$ cat src/b64d_pkg.sv
`default_nettype none
// ----------------------------------------------------------------------------
// b64d_pkg: shared types and codes for the base64 stream decoder
// Holds the classified-symbol record passed from the front end through the
// queue to the back end, and the status codes reported on the output.
// ----------------------------------------------------------------------------
package b64d_pkg;

  // Character class produced by the front end
  typedef struct packed {
    logic [5:0] sextet;   // 6-bit value of an alphabet character
    logic       is_pad;   // character is '='
    logic       invalid;  // not in the alphabet and not '='
    logic       last;     // last character of the string
  } sym_class_t;

  // Status codes reported with the last character
  localparam logic [1:0] STATUS_OK      = 2'd0;
  localparam logic [1:0] STATUS_BADCHAR = 2'd1;
  localparam logic [1:0] STATUS_BADPAD  = 2'd2;
  localparam logic [1:0] STATUS_BADLEN  = 2'd3;

  // Positions within a group of four characters
  localparam logic [1:0] POS_FIRST  = 2'd0;
  localparam logic [1:0] POS_SECOND = 2'd1;
  localparam logic [1:0] POS_THIRD  = 2'd2;
  localparam logic [1:0] POS_FOURTH = 2'd3;

endpackage
`default_nettype wire

$ cat src/b64d_front.sv
`default_nettype none
// ----------------------------------------------------------------------------
// b64d_front: input classifier
// Accepts characters from the input stream while the queue has room and maps
// each one to its 6-bit value, a pad flag or an invalid flag.
// ----------------------------------------------------------------------------
module b64d_front (
  input  wire logic                  s_axis_tvalid,
  output logic                       s_axis_tready,
  input  wire logic [7:0]            s_axis_tdata,  // [7:0] symbol
  input  wire logic                  s_axis_tlast,  // final_symbol
  input  wire logic                  queue_ready,
  output logic                       push,
  output b64d_pkg::sym_class_t       push_entry
);
  import b64d_pkg::*;

  localparam logic [7:0] PAD_CHAR = 8'h3D;

  // Take a transaction whenever the queue can hold it
  assign s_axis_tready = queue_ready;
  assign push          = s_axis_tvalid && queue_ready;

  // Classify the character
  always_comb begin
    push_entry         = '0;
    push_entry.last    = s_axis_tlast;
    if (s_axis_tdata inside {[8'h41:8'h5A]}) begin
      push_entry.sextet = 6'(s_axis_tdata - 8'h41);
    end else if (s_axis_tdata inside {[8'h61:8'h7A]}) begin
      push_entry.sextet = 6'(s_axis_tdata - 8'd71);
    end else if (s_axis_tdata inside {[8'h30:8'h39]}) begin
      push_entry.sextet = 6'(s_axis_tdata + 8'd4);
    end else if (s_axis_tdata == 8'h2B) begin
      push_entry.sextet = 6'd62;
    end else if (s_axis_tdata == 8'h2F) begin
      push_entry.sextet = 6'd63;
    end else if (s_axis_tdata == PAD_CHAR) begin
      push_entry.is_pad = 1'b1;
    end else begin
      push_entry.invalid = 1'b1;
    end
  end

endmodule
`default_nettype wire

$ cat src/b64d_fifo.sv
`default_nettype none
// ----------------------------------------------------------------------------
// b64d_fifo: classified-symbol queue
// Small register queue between the classifier and the decode engine so that
// either side can stall on its own.
// ----------------------------------------------------------------------------
module b64d_fifo #(
  parameter int DEPTH = 2
) (
  input  wire logic                  clk,
  input  wire logic                  rst,
  input  wire logic                  push,
  input  wire b64d_pkg::sym_class_t  push_entry,
  output logic                       ready,
  input  wire logic                  pop,
  output logic                       not_empty,
  output b64d_pkg::sym_class_t       head
);
  import b64d_pkg::*;

  localparam int PTR_W = $clog2(DEPTH);
  localparam int CNT_W = $clog2(DEPTH + 1);
  localparam logic [PTR_W-1:0] LAST_SLOT = PTR_W'(DEPTH - 1);
  localparam logic [CNT_W-1:0] FULL_CNT  = CNT_W'(DEPTH);

  sym_class_t       slots [DEPTH];
  logic [PTR_W-1:0] wr_ptr;
  logic [PTR_W-1:0] rd_ptr;
  logic [CNT_W-1:0] count;

  assign ready     = (count != FULL_CNT);
  assign not_empty = (count != '0);
  assign head      = slots[rd_ptr];

  // Store entries
  always_ff @(posedge clk) begin
    if (push) begin
      slots[wr_ptr] <= push_entry;
    end
  end

  // Advance pointers and occupancy
  always_ff @(posedge clk) begin
    if (rst) begin
      wr_ptr <= '0;
      rd_ptr <= '0;
      count  <= '0;
    end else begin
      if (push) begin
        wr_ptr <= (wr_ptr == LAST_SLOT) ? '0 : wr_ptr + PTR_W'(1);
      end
      if (pop) begin
        rd_ptr <= (rd_ptr == LAST_SLOT) ? '0 : rd_ptr + PTR_W'(1);
      end
      if (push && !pop) begin
        count <= count + CNT_W'(1);
      end else if (pop && !push) begin
        count <= count - CNT_W'(1);
      end
    end
  end

endmodule
`default_nettype wire

$ cat src/b64d_back.sv
`default_nettype none
// ----------------------------------------------------------------------------
// b64d_back: decode engine
// Tracks the position within each group of four, the leftover bits, padding
// and the sticky error, and registers one result per character.
// ----------------------------------------------------------------------------
module b64d_back (
  input  wire logic                  clk,
  input  wire logic                  rst,
  input  wire logic                  not_empty,
  input  wire b64d_pkg::sym_class_t  head,
  output logic                       pop,
  output logic                       m_axis_tvalid,
  input  wire logic                  m_axis_tready,
  output logic [15:0]                m_axis_tdata,  // [7:0] data_byte, [8] byte_valid,
                                                    // [10:9] status, rest zero
  output logic                       m_axis_tlast   // string_done
);
  import b64d_pkg::*;

  logic [1:0] quartet_position;
  logic [5:0] leftover_bits;
  logic       padding_seen;
  logic [1:0] error_code;

  logic [1:0] quartet_position_next;
  logic [5:0] leftover_bits_next;
  logic       padding_seen_next;
  logic [1:0] error_code_next;

  logic [1:0] err;
  logic [7:0] byte_val;
  logic       have_byte;
  logic [1:0] status_val;

  logic [7:0] data_byte;
  logic       byte_valid;
  logic [1:0] status;
  logic       string_done;

  // Pop when the output register is free or being drained
  assign pop = not_empty && (!m_axis_tvalid || m_axis_tready);

  // Decode one character
  always_comb begin
    err                = STATUS_OK;
    byte_val           = '0;
    have_byte          = 1'b0;
    leftover_bits_next = leftover_bits;
    padding_seen_next  = padding_seen;

    if (padding_seen) begin
      if (!(head.is_pad && quartet_position == POS_FOURTH && head.last)) begin
        err = STATUS_BADPAD;
      end
    end else if (head.is_pad) begin
      if (quartet_position == POS_FOURTH) begin
        if (!head.last) begin
          err = STATUS_BADPAD;
        end
      end else if (quartet_position == POS_THIRD) begin
        if (!head.last) begin
          padding_seen_next = 1'b1;
        end
      end else begin
        err = STATUS_BADPAD;
      end
    end else if (head.invalid) begin
      err = STATUS_BADCHAR;
    end else begin
      case (quartet_position)
        POS_FIRST: begin
          leftover_bits_next = head.sextet;
        end
        POS_SECOND: begin
          byte_val           = {leftover_bits, head.sextet[5:4]};
          leftover_bits_next = {2'b00, head.sextet[3:0]};
          have_byte          = 1'b1;
        end
        POS_THIRD: begin
          byte_val           = {leftover_bits[3:0], head.sextet[5:2]};
          leftover_bits_next = {4'b0000, head.sextet[1:0]};
          have_byte          = 1'b1;
        end
        default: begin
          byte_val           = {leftover_bits[1:0], head.sextet};
          leftover_bits_next = '0;
          have_byte          = 1'b1;
        end
      endcase
    end

    // Keep the first error
    error_code_next = (error_code == STATUS_OK) ? err : error_code;

    // Report status on the last character; length error wins
    status_val = STATUS_OK;
    if (head.last) begin
      status_val = (quartet_position != POS_FOURTH) ? STATUS_BADLEN : error_code_next;
    end
    if (error_code_next != STATUS_OK || status_val != STATUS_OK) begin
      have_byte = 1'b0;
    end

    quartet_position_next = quartet_position + 2'd1;

    // Clear everything at the end of a string
    if (head.last) begin
      quartet_position_next = POS_FIRST;
      leftover_bits_next    = '0;
      padding_seen_next     = 1'b0;
      error_code_next       = STATUS_OK;
    end
  end

  // Update decode state
  always_ff @(posedge clk) begin
    if (rst) begin
      quartet_position <= POS_FIRST;
      leftover_bits    <= '0;
      padding_seen     <= 1'b0;
      error_code       <= STATUS_OK;
    end else if (pop) begin
      quartet_position <= quartet_position_next;
      leftover_bits    <= leftover_bits_next;
      padding_seen     <= padding_seen_next;
      error_code       <= error_code_next;
    end
  end

  // Hold the output transaction until taken
  always_ff @(posedge clk) begin
    if (rst) begin
      m_axis_tvalid <= 1'b0;
    end else if (pop) begin
      m_axis_tvalid <= 1'b1;
    end else if (m_axis_tready) begin
      m_axis_tvalid <= 1'b0;
    end
  end

  always_ff @(posedge clk) begin
    if (pop) begin
      data_byte   <= have_byte ? byte_val : 8'h00;
      byte_valid  <= have_byte;
      status      <= status_val;
      string_done <= head.last;
    end
  end

  assign m_axis_tdata = {5'b00000, status, byte_valid, data_byte};
  assign m_axis_tlast = string_done;

endmodule
`default_nettype wire

$ cat src/base64_stream_decoder.sv
`default_nettype none
// Each character is stored in the queue, and its result in the output register.
// Throughput: one character per cycle, sustained while the output is drained;
//   the queue and the output register let each side stall on its own.
// Every character gives exactly one output transaction.
// Reset (rst, synchronous): empties the queue, drops a pending result and
//   clears position, leftover bits, padding flag and error.
// ----------------------------------------------------------------------------
// base64_stream_decoder: streaming base64 decoder
// Decodes one base64 character per transaction into at most one byte, with
// padding and length checks and a status reported at the end of each string.
// ----------------------------------------------------------------------------
module base64_stream_decoder #(
  parameter int QUEUE_DEPTH = 2
) (
  input  wire logic        clk,
  input  wire logic        rst,
  input  wire logic        s_axis_tvalid,
  output logic             s_axis_tready,
  input  wire logic [7:0]  s_axis_tdata,  // [7:0] symbol
  input  wire logic        s_axis_tlast,  // final_symbol
  output logic             m_axis_tvalid,
  input  wire logic        m_axis_tready,
  output logic [15:0]      m_axis_tdata,  // [7:0] data_byte, [8] byte_valid,
                                          // [10:9] status, rest zero
  output logic             m_axis_tlast   // string_done
);
  import b64d_pkg::*;

  logic       queue_ready;
  logic       push;
  sym_class_t push_entry;
  logic       pop;
  logic       not_empty;
  sym_class_t head;

  // Classify incoming characters
  b64d_front u_front (
    .s_axis_tvalid (s_axis_tvalid),
    .s_axis_tready (s_axis_tready),
    .s_axis_tdata  (s_axis_tdata),
    .s_axis_tlast  (s_axis_tlast),
    .queue_ready   (queue_ready),
    .push          (push),
    .push_entry    (push_entry)
  );

  // Decouple front and back
  b64d_fifo #(
    .DEPTH (QUEUE_DEPTH)
  ) u_fifo (
    .clk        (clk),
    .rst        (rst),
    .push       (push),
    .push_entry (push_entry),
    .ready      (queue_ready),
    .pop        (pop),
    .not_empty  (not_empty),
    .head       (head)
  );

  // Decode and emit results
  b64d_back u_back (
    .clk           (clk),
    .rst           (rst),
    .not_empty     (not_empty),
    .head          (head),
    .pop           (pop),
    .m_axis_tvalid (m_axis_tvalid),
    .m_axis_tready (m_axis_tready),
    .m_axis_tdata  (m_axis_tdata),
    .m_axis_tlast  (m_axis_tlast)
  );

endmodule
`default_nettype wire

$ cat config.mk
export PLATFORM = sky130hd
export DESIGN_NAME = base64_stream_decoder
export DESIGN_NICKNAME = d
export VERILOG_FILES = /design/src/b64d_pkg.sv /design/src/b64d_front.sv /design/src/b64d_fifo.sv /design/src/b64d_back.sv /design/src/base64_stream_decoder.sv
export SDC_FILE = /design/constraint.sdc
export NUM_CORES = 1
export LEC_CHECK = 0
export BUFFER_PORTS_ARGS = -buffer_cell sky130_fd_sc_hd__buf_4
export CAP_MARGIN = 20
export CORE_UTILIZATION = 49
export CTS_CLUSTER_SIZE = 25
export DETAILED_ROUTE_END_ITERATION = 8
export GPL_ROUTABILITY_DRIVEN = 0
export PLACE_DENSITY = 0.69
export SLEW_MARGIN = 10
export SYNTH_ARGS = -nofsm -noshare
export SYNTH_HDL_FRONTEND = slang
export SYNTH_SLANG_ARGS = --single-unit
export TNS_END_PERCENT = 20
$ cat constraint.sdc
create_clock -name clk -period 4.3 [get_ports clk]
set_clock_uncertainty 0.15 [all_clocks]
set_input_delay 0.215 -clock clk [delete_from_list [all_inputs] [get_ports clk]]
set_output_delay 0.215 -clock clk [all_outputs]
set_load 0.1 [all_outputs]
Word-level counts from Yosys, hierarchy flattened
Memory sizes are Yosys's and may differ from the RTL's. A register that Yosys moved wholly into a read port is not among the register bits.
Cells that the tools add are included.

operators by class
  add/subtract/negate cells = 8
  multiply operators = 0
  div/mod/pow operators = 0
  $lt $le $gt $ge = 6
  equal/unequal tests = 11
  shift-type cells = 0
  multiplexer cells = 50
  bitwise gates (word level) = 1
  reductions and logical operators = 23

operators with widths
  kind                                                                    number
  6-bit 2-to-1 mux                                                        9
  2-bit 2-to-1 mux                                                        18
  8-bit by 6-bit equality test with 1-bit output (second input constant)  3
  8-bit case mux with 3 select lines                                      1
  1-bit 2-to-1 mux                                                        21
  6-bit case mux with 3 select lines                                      1
  8-bit by 7-bit >= comparator with 1-bit output (second input constant)  2
  8-bit by 7-bit <= comparator with 1-bit output (second input constant)  2
  2-bit nonzero test                                                      5
  1-bit logical AND                                                       9
  8-bit by 6-bit >= comparator with 1-bit output (second input constant)  1
  8-bit by 6-bit <= comparator with 1-bit output (second input constant)  1
  6-bit by 3-bit adder with 6-bit output (second input constant)          1
  2-bit != test (second input constant)                                   3
  6-bit by 1-bit subtractor with 6-bit output (second input constant)     1
  6-bit by 3-bit subtractor with 6-bit output (second input constant)     1
  2-bit by 1-bit adder with 2-bit output (second input constant)          2
  2-bit equality test (second input constant)                             2
  2-bit logical NOT                                                       2
  2-bit by 1-bit != test with 1-bit output (second input constant)        2
  4-bit AND reduction                                                     1
  4-bit OR reduction                                                      1
  1-bit logical NOT                                                       3
  1-bit adder (second input constant)                                     2
  other kinds (4)                                                         5

storage, ports and cells
  bits in registers = 28
  latch bits = 0
  memory bits (writable) = 18
  bits in read-only memories = 0
  input port bits = 13
  output and inout port bits = 19
  logic and storage cells = 112
  memories kept = 1

memories
  name          depth  bits a word  rd ports  clocked after memory_dff  write ports  RTL line         text
  u_fifo.slots  2      9            1         1                         1            b64d_fifo.sv:26  sym_class_t slots [DEPTH];

Depth between registers and ports, before layout
  word-level depth = 13
  gate-level depth with buffers = 7
  depth with buffers taken out = 7

Cells and area by module
Synthesis repeated with hierarchy kept, for this count alone.

unflattened totals
  cell total of the unflattened synthesis = 253
  area, all modules = 2,683.8 um2

modules (own cells, without submodules)
  module      instances  cells an instance  area each (um2)  sequential area each (um2)
  b64d_back   1          123                1,233.7          600.6
  b64d_fifo   1          50                 854.6            640.6
  b64d_front  1          80                 595.6            0.0

Least setup slack after synthesis
No wires, ideal clock.

  kind = reg-to-reg
  from = reg u_fifo.count[0]
  to = reg u_fifo.count[1]
  library setup time = 0.071 ns
  arrival time = 2.272 ns
  data required time = 4.079 ns
  setup slack = 1.807 ns
  stages on the path, launching flop included = 7
  path buffers = 0
  clock period less this slack = 2.493 ns
  cells stage by stage = dfxtp_1 nand2b_1 nand2_1 inv_1 ha_1 or3_1 a21oi_1

between the ends
  longest elaborated chain between the ends = 5
  elaborated cells on any way between the ends = 13
  those cells by class = 2 x add/sub; 1 x eq/ne; 2 x mux; 8 x reduce/logical

ends and longest elaborated chain
  element                              RTL line                     text
  start, declared                      b64d_fifo.sv:29              logic [CNT_W-1:0] count;
  start signal, assigned               b64d_fifo.sv:56              count <= count + CNT_W'(1);
  start signal, assigned               b64d_fifo.sv:58              count <= count - CNT_W'(1);
  2-bit != test *                      b64d_fifo.sv:31              assign ready = (count != FULL_CNT);
  via s_axis_tready                    base64_stream_decoder.sv:19  output logic s_axis_tready,
  1-bit logical AND *                  b64d_front.sv:22             assign push = s_axis_tvalid && queue_ready;
  via push                             base64_stream_decoder.sv:31  logic push;
  1-bit logical NOT                    b64d_fifo.sv:57              end else if (pop && !push) begin
  1-bit logical AND                    b64d_fifo.sv:57
  2-bit nonzero test (no source line)  --

Mark *: on every way through the listed nets, which the timed path passes. The rest lies on a longest branch. The select of a mux whose other input is x is not followed.
A chain may end at the register's enable or synchronous reset.

==> qor.csv <==
metric;value;unit
crit path DAT;2220;ps
count of input and output buffers;26;
antenna violations before repair;0;
Seq. cell area;1240;sq um
Post-DP HPWL;3400;um
Sinks on Clock Net;47;
Setup crit start kind;flop;
setup TNS;0;ps
slowest cell on the critical path;dfxtp_1;
Die ar.;5700;sq um
worst vdd rail ir drop;361;uV
Final setup viols;0;
final-layout fill cell count;472;
initial core utilization;0.515;
Syn-to-layout area delta;11.1;%
Vias;1854;
GRT overflow;0;
post-layout min period;2180;ps
CTS Buf Count;5;
mean post-synth cell area;10.6;sq um
max incr delay on CP;720;ps
Synth warnings;0;
worst-margin pin slew;713;ps
final net count;299;
mapped cell area;2650;sq um
IO Count;32;
share of layout cells above drive strength 1;0.173;
Leak;0.00116;uW
CP endpoint kind;flop;
footprint of the multi-input gates;1250;sq um
register area share after synthesis;0.469;
Die Height;75.5;um
postcts setup bufs;0;
critical path, cell by cell;mux2_2 -> o21ai_2 -> nand3_2 -> mux2_1;
Detailed Route WL;4600;um
Synth Flop Type;edfxtp_1;
CP Class;flop to flop;
first-pass GRT wire length;8020;um
H-Tree Level Count;2;
Antenna Cells;0;
Final Util;0.572;
vias in the first global route;1719;
max-slew violations;0;
f_max;0.459;GHz
final number of hold-violating endpoints;0;
Vias/cell;5.42;
clock-pin slew on the worst setup and hold paths;80;ps
clk_lat worst skew;290;ps
Hold Path Class;primary input to flop;
Synth cell types;53;
Max Cap Viol;0;
cells after synthesis;250;
period utilization;0.507;
CP Max Fanout;13;
Post-synth EDFFs;30;
core area;5140;sq um
status;complete, no violations;
largest net degree at the start of global routing;20;
CTS tree;yes;
FP Rows;26;
Synth async-reset ratio;0;
antenna-violating nets left;0;
worst path required time;4340;ps
CTS max path bufs;2;
Slew headroom;0.523;
Pre-antenna DRT Iters;4;
# DRC;0;
Starting DRT DRC Count;102;
Seq cells post-synth;47;
RSZ-0062 raised after global routing;false;
final cell count without fillers;342;
Tot GR Track Use;0.187;
cell count after placement;333;
Chip Width;75.5;um
mean routed wirelength per cell;13.5;um
clock root cell;clkbuf_8;
pwr/cell area;618;nW/um^2
cell usage in the layout, fill, tap and decap left out, types with 4 or more instances in the layout:
master    instances
mux2i_1          10
dfxtp_1          17
buf_4            26
a21oi_1          10
conb_1            5
o21ai_0           4
a22oi_1           4
mux2_2            5
nor2b_1           5
a211oi_1          4
nand2_1           5
xor2_1            5
edfxtp_1         30
nand3_1           6
nor3_1            8
nand2b_1         10
a221oi_1          6
o22ai_1           5
inv_1            19
ha_1             15
clkbuf_8          5
nor2_1           23
cells by family (layout without fill, tap and decap cells):
family	after synthesis	in the layout	share of synthesized area
mux	18	18	0.0761
simple gates	73	73	0.146
buf+inv	37	55	0.0638
other cells	1	5	0.00142
flops	47	47	0.469
xor+xnor	7	7	0.0232
fa+ha+maj	15	15	0.0709
compound gates	52	52	0.149
state kept, by name (all words and copies together) (netlist names), named ones only:
register                 count
u_back.status                2
u_back.data_byte             8
u_back.padding_seen          1
u_fifo.count                 2
u_fifo.rd_ptr                1
u_back.quartet_position      2
u_back.leftover_bits         6
u_back.error_code            2
u_fifo.slots                18
u_back.m_axis_tvalid         1
u_fifo.wr_ptr                1
u_back.byte_valid            1
u_back.m_axis_tlast          1
power breakdown:
group | switching, uW | internal (uW)
clock | 133 | 116
sequential | 72.7 | 615
combinational | 645 | 234
synth_stat cells (2+ instances only):
library cell / count / share of area
or3_1: 2 / 0.0047
a221oi_1: 6 / 0.020
nand2_1: 5 / 0.0071
nor3b_1: 3 / 0.0085
edfxtp_1: 30 / 0.34
nand2b_1: 10 / 0.024
clkbuf_1: 6 / 0.0085
o21ai_0: 4 / 0.0076
buf_2: 3 / 0.0057
inv_1: 19 / 0.027
nor2b_1: 5 / 0.012
a221o_1: 2 / 0.0076
o22ai_1: 5 / 0.012
nand3_1: 6 / 0.011
mux2_1: 2 / 0.0085
o21ai_2: 2 / 0.0066
nor3_1: 8 / 0.015
xnor2_1: 2 / 0.0066
nor4_1: 3 / 0.0071
and3_1: 2 / 0.0047
ha_1: 15 / 0.071
nor2_1: 23 / 0.033
o311ai_0: 3 / 0.0099
dfxtp_1: 17 / 0.13
mux2i_1: 10 / 0.038
buf_4: 7 / 0.020
a211oi_1: 4 / 0.011
a21oi_1: 10 / 0.019
a22oi_1: 4 / 0.011
mux2_2: 5 / 0.021
xor2_1: 5 / 0.017
worst max-delay path, delay by kind of cell, from the launching register on:
kind            cells  cell delay (ps)
mux                 2              830
flops               1              720
simple gates        1              200
compound gates      1              170
cell type report:
cell class	count	share of cell area
sequential	47	0.422
inverter	20	0.0255
clock buffer	8	0.0272
tap	70	0.0298
timing repair buffer	27	0.0698
multi-input combinational	170	0.426
final timing paths:
kind                           start                    endpoint  slack (ps)  cells past startpoint
max                             flop     u_back.leftover_bits[3]        2120                      4
min reg2reg  u_back.leftover_bits[5]     u_back.leftover_bits[5]         350                      2
max reg2reg                     flop     u_back.leftover_bits[3]        2120                      4
min                              rst  u_back.quartet_position[0]         100                      2
timing repair:
action / in CTS / in global routing
gates resized for setup: 0 / 0
hold endpoints to repair: 2 / 0
hold buffers: 1 / 0
setup endpoints to repair: 0 / 0
stage by stage:
step	instance area, sq um	total power (uW)	hold WS [ps]	worst slack [ps]
floorplan	2660	1410	164	1810
CTS	2940	1820	86.9	2120
global placement	2850	1570	255	2180
finish	2940	1820	99.8	2120
global route	2940	1920	101	1910
detailed placement	2850	1570	258	2130
metal layers:
| layer | track usage | vias up | wire length [um] |
|---|---|---|---|
| met5 | 0 | - | 0 |
| met4 | 0.0885 | 0 | 93 |
| met3 | 0.0423 | 11 | 175 |
| met2 | 0.312 | 46 | 2170 |
| met1 | 0.232 | 851 | 2170 |
| li1 | - | 946 | - |
Power figures use the tool's default switching activity.
